[src/hw/rtl/swmm_pkg.sv]
// Shared types and constants for the sliding-window median/min/max unit.
// Holds the window entry record and the control request broadcast along the cell row.
// No dependencies.
package swmm_pkg;

	localparam int CNT_W            = 16;
	localparam int POS_W            = 32;
	localparam int HALF_WINDOW_DEF  = 16;

	// One window slot: occupancy flag, count and its position tag
	typedef struct packed {
		logic             valid;
		logic [CNT_W-1:0] value;
		logic [POS_W-1:0] pos;
	} entry_t;

	// Broadcast to every cell of a window in the same cycle
	typedef struct packed {
		logic             ins;    // sorted insert of value/pos
		logic             evict;  // remove first entry tagged pos
		logic [CNT_W-1:0] value;
		logic [POS_W-1:0] pos;
	} cell_ctl_t;

endpackage

[src/hw/rtl/swmm_cell.sv]
// One slot of a sorted window: holds an entry, shifts right on insert, left on evict.
// Depends on swmm_pkg.
module swmm_cell #(
	parameter bit LAST = 1'b0
) (
	input  logic               clk,
	input  logic               arst_n,
	input  swmm_pkg::cell_ctl_t ctl,
	input  swmm_pkg::entry_t   left,
	input  logic               left_lt,
	input  swmm_pkg::entry_t   right,
	input  logic               prior_hit,
	output swmm_pkg::entry_t   entry,
	output logic               lt,
	output logic               hit
);
	import swmm_pkg::*;

	logic             valid_q;
	logic [CNT_W-1:0] value_q;
	logic [POS_W-1:0] pos_q;
	entry_t           nxt;

	assign entry = '{valid: valid_q, value: value_q, pos: pos_q};

	// last slot never counts as smaller: a full window drops its largest entry
	assign lt  = valid_q && (value_q < ctl.value) && !LAST;
	assign hit = prior_hit || (valid_q && (pos_q == ctl.pos));

	// next slot content
	always_comb begin
		nxt = entry;
		if (ctl.ins) begin
			if (!lt) begin
				if (left_lt) begin
					nxt = '{valid: 1'b1, value: ctl.value, pos: ctl.pos};
				end else begin
					nxt = left;
				end
			end
		end else if (ctl.evict && hit) begin
			nxt = right;
		end
	end

	always_ff @(posedge clk or negedge arst_n) begin
		if (!arst_n) begin
			valid_q <= 1'b0;
		end else begin
			valid_q <= nxt.valid;
		end
	end

	// payload, no reset
	always_ff @(posedge clk) begin
		value_q <= nxt.value;
		pos_q   <= nxt.pos;
	end

endmodule

[src/hw/rtl/swmm_window.sv]
// Sorted window built as a row of swmm_cell slots, with median/min/max taps.
// Depends on swmm_pkg and swmm_cell.
module swmm_window #(
	parameter int CAP = swmm_pkg::HALF_WINDOW_DEF + 1
) (
	input  logic                          clk,
	input  logic                          arst_n,
	input  swmm_pkg::cell_ctl_t           ctl,
	output logic [swmm_pkg::CNT_W-1:0]    median,
	output logic [swmm_pkg::CNT_W-1:0]    min_value,
	output logic [swmm_pkg::CNT_W-1:0]    max_value
);
	import swmm_pkg::*;

	entry_t           ents [CAP];
	logic [CAP-1:0]   lts;
	logic [CAP-1:0]   hits;
	logic [2*CAP:0]   vext;

	// cell row
	for (genvar i = 0; i < CAP; i++) begin : g_cell
		entry_t lft;
		entry_t rgt;
		logic   lft_lt;
		logic   prv_hit;

		if (i == 0) begin : g_first
			assign lft     = ents[0];
			assign lft_lt  = 1'b1;
			assign prv_hit = 1'b0;
		end else begin : g_mid
			assign lft     = ents[i-1];
			assign lft_lt  = lts[i-1];
			assign prv_hit = hits[i-1];
		end

		if (i == CAP-1) begin : g_end
			assign rgt = '0;
		end else begin : g_inner
			assign rgt = ents[i+1];
		end

		swmm_cell #(
			.LAST (i == CAP-1)
		) u_cell (
			.clk       (clk),
			.arst_n    (arst_n),
			.ctl       (ctl),
			.left      (lft),
			.left_lt   (lft_lt),
			.right     (rgt),
			.prior_hit (prv_hit),
			.entry     (ents[i]),
			.lt        (lts[i]),
			.hit       (hits[i])
		);
	end

	// taps: occupancy is a thermometer, so median and last slot are local decodes
	always_comb begin
		vext    = '0;
		vext[0] = 1'b1;
		for (int i = 0; i < CAP; i++) begin
			vext[i+1] = ents[i].valid;
		end
		median    = '0;
		max_value = '0;
		for (int i = 0; i < CAP; i++) begin
			if (vext[2*i] && !vext[2*i+2]) begin
				median = median | ents[i].value;
			end
			if (ents[i].valid && !vext[i+2]) begin
				max_value = max_value | ents[i].value;
			end
		end
		min_value = ents[0].value;
	end

endmodule

[config.mk]
export PLATFORM = sky130hd
export DESIGN_NAME = swmm_window
export DESIGN_NICKNAME = d
export VERILOG_FILES = /design/src/hw/rtl/swmm_pkg.sv /design/src/hw/rtl/swmm_cell.sv /design/src/hw/rtl/swmm_window.sv
export SDC_FILE = /design/constraint.sdc
export NUM_CORES = 2
export LEC_CHECK = 0
export BUFFER_PORTS_ARGS = -buffer_cell sky130_fd_sc_hd__buf_4
export CAP_MARGIN = 0
export CORE_MARGIN = 4
export CORE_UTILIZATION = 60
export CTS_CLUSTER_DIAMETER = 60
export DETAILED_ROUTE_END_ITERATION = 10
export PLACE_DENSITY = 0.77
export SYNTH_ARGS = -nofsm -noshare
export SYNTH_HDL_FRONTEND = slang
export SYNTH_HIERARCHICAL = 1
export SYNTH_SLANG_ARGS = --single-unit
[constraint.sdc]
create_clock -name clk -period 7.4 [get_ports clk]
set_input_delay 1.11 -clock clk [delete_from_list [all_inputs] [get_ports clk]]
set_output_delay 1.11 -clock clk [all_outputs]
set_load 0.03 [all_outputs]
==> results.toml <==
[run_status]
status = "completed"

[critical_path]
cp_common_cell = "a31o_2"
crit_start = "ctl[3]"
crit_slowest_cell = "xor2_1"
r2r_start = "g_cell[0].u_cell/pos_q[3]"
critPathRequiredTime_ns = 7.79
cp.arrival_ns = 6.85
worst-path-max-fanout = 31
crit_path_end_kind = "flip-flop"
worstSetupPathType = "in2reg"
worst_setup_path_start_kind = "input pin"
path_cells = "buf_4, xor2_1, nor4_1, and3_1, a31o_2, a31o_2, a31o_2, a31o_2, a31o_2, a31o_2, a31o_2, a31o_2, a31o_2, a31o_2, a31o_2, a31o_2, a31o_2, a31o_2, a31o_2, a31o_2, a21o_1, a31o_2, buf_4"
cp_slowest_stage_delay_ns = 0.36

[floorplanning]
dieArea_mm2 = 0.101
dieWidth_um = 318
io_pins = 100
rows = 113
start_util_pct = 60.6
core_mm2 = 0.0950
die_h_um = 318

[cts]
tritoncts = "yes"
root_buffer = "clkbuf_16"
htreeDepth = 3
path_clk_slew_ns = 0.06
clockBufferDepth = 3
post_cts_buffers = 0
cts_resized = 0
cts_hold_buffers = 0
clock_latency_ns = 0.70
numCtsBuffers = 99
cts.sinks = 833

[power]
netSwitchingPower_w = 0.00709
comb_power_share_pct = 34.3
sw_frac_of_total_pct = 37.2
p_int_w = 0.0120
vdd.ir_drop.worst_mv = 0.219
leakage_nw = 25.3
clockPowerShare_pct = 26.7
p_seq_share_pct = 39.0
power_density_mw_per_mm2 = 302

[sta]
setup_slack_ns = 0.942
fin_crit_sh_pct = 87.3
worst_pin_slew_ns = 1.25
fin_crit_ns = 6.46
tns_ns = 0
whs_ns = 0.335
setup_viol = 0
fin_skew_ns = 0.0258
finalHoldViolCount = 0
maxSlewHeadroom_pct = 17.0
rsz0062_at_grt = "false"
timing.fmax_mhz = 155
final_max_slew_viol_count = 0

[final_layout]
drive_above_1_share_pct = 7.33
final_nets = 6018
num_antenna_cells = 0
syn_to_final_growth_pct = 9.61
n_fill_cell = 7443

[routing]
first_pass_iters = 7
post_drt_wl_per_cell_um = 25.5
wirelength_um = 181000
drt-initial-drc-count = 5454
vias_per_cell = 6.53
remaining_drc_errors = 0
postRouteAntennaNets = 0
vias = 46200

[yosys]
postSynthCellCount = 5722
yosys_warnings = 6
syn_avg_cell_area_um2 = 10.1
syn-cell-area_mm2 = 0.0575

[place]
dpl_worst_slack_ns = 0.300
hpwl_um = 127000
portBuffers = 99
gp_congestion = 0.979

[global_routing]
grt_use_met3_pct = 4.46
grt_max_degree = 206
grt_usage_pct = 34.3
gr-total-overflow = 0
grt_pass1_wl_um = 272000
globalRouteMet1Util_pct = 43.8
globalRouteMet2Util_pct = 55.7
top_usage_layer = "met2"
antenna_found_initial = 2
grt_pass1_vias = 44800

[flow_run]
max-cap-violations = 0

[hold_path]
hold_class = "in2async"
-- sequential cells by signal, indices dropped and copies added, names as in the netlist --
name,count
g_cell.u_cell/pos_q,544
g_cell.u_cell/valid_q,17
g_cell.u_cell/value_q,272
-- path summary, 6_finish.rpt --
kind | to | slack, ns | cells past startpoint
worst max-delay path | g_cell[16].u_cell/pos_q[17] | 0.94 | 23
worst min-delay path | g_cell[0].u_cell/valid_q | 0.34 | 1
worst max register to register | g_cell[16].u_cell/pos_q[17] | 1.12 | 22
worst min register to register | g_cell[15].u_cell/pos_q[3] | 0.62 | 2
max in group asynchronous | g_cell[13].u_cell/valid_q | 6.73 | 1
min in group clk | g_cell[15].u_cell/pos_q[3] | 0.62 | 2
-- critical path: cells and delay by family --
kind                      cells  cell delay [ns]
buffers and inverters         2             0.44
AOI/OAI and AO/OA            18             4.50
xor gates and xnor gates      1             0.36
and+or+nand+nor               2             0.40
-- layout make-up --
type,instances,area (um^2),share of cell area (%)
Multi-Input combinational cell,4297,30500,48.3
Sequential cell,833,24900,39.5
Clock buffer,119,2590,4.11
Timing Repair Buffer,212,1670,2.64
Tap cell,1265,1580,2.51
Inverter,283,1060,1.68
Clock inverter,66,762,1.21
-- power groups by stage --
stage                     clock network, W  registers (W)  logic, W
after CTS                          0.00513        0.00740   0.00641
after global placement                   0        0.00748   0.00623
final                              0.00509        0.00743   0.00654
after global routing               0.00532        0.00750   0.00697
after detailed placement                 0        0.00749   0.00637
after floorplan                          0        0.00703   0.00459
-- per-stage QoR --
stage               power, W  area (um^2)  instances  utilization (%)
detailed placement    0.0139        59700       6890             62.9
global route          0.0198        63100       7075             66.4
floorplan             0.0116        57700       5771                -
finish                0.0191        63100       7075             66.4
CTS                   0.0189        63100       7075             66.4
global placement      0.0137        59700       6890             62.9
-- routing by layer --
layer / up-vias / share of wire, %
li1: 20900 / -
met1: 22400 / 38
met2: 2390 / 47
met3: 531 / 7.7
met4: 0 / 7.2
met5: - / 0
-- cells in the final DEF (no fill, tap or decap), types with 11 or more instances in the layout --
| master | instances |
|---|---|
| nand2b_1 | 17 |
| nor2b_1 | 41 |
| nand3_1 | 45 |
| a22oi_1 | 109 |
| nand2_1 | 90 |
| a31o_2 | 17 |
| a222oi_1 | 15 |
| a21o_1 | 21 |
| xor2_1 | 55 |
| o2bb2ai_4 | 16 |
| o21a_1 | 17 |
| nor4_1 | 34 |
| inv_1 | 283 |
| a2111oi_4 | 11 |
| clkbuf_16 | 100 |
| a2111oi_0 | 16 |
| edfxtp_1 | 816 |
| xnor2_1 | 489 |
| clkinv_1 | 21 |
| buf_4 | 206 |
| nand4_1 | 137 |
| clkbuf_1 | 17 |
| ha_1 | 240 |
| o21ai_0 | 57 |
| conb_1 | 51 |
| a22o_1 | 18 |
| mux2i_1 | 832 |
| nand3b_1 | 13 |
| and3_1 | 19 |
| bufinv_16 | 13 |
| nor3_1 | 34 |
| a21oi_1 | 889 |
| dfrtp_1 | 17 |
| and4_1 | 48 |
| clkinv_2 | 12 |
| and3b_1 | 16 |
| or3_1 | 16 |
| nor2_1 | 846 |
| a2111oi_2 | 11 |
No activity file was read; power rests on OpenSTA's default activity.
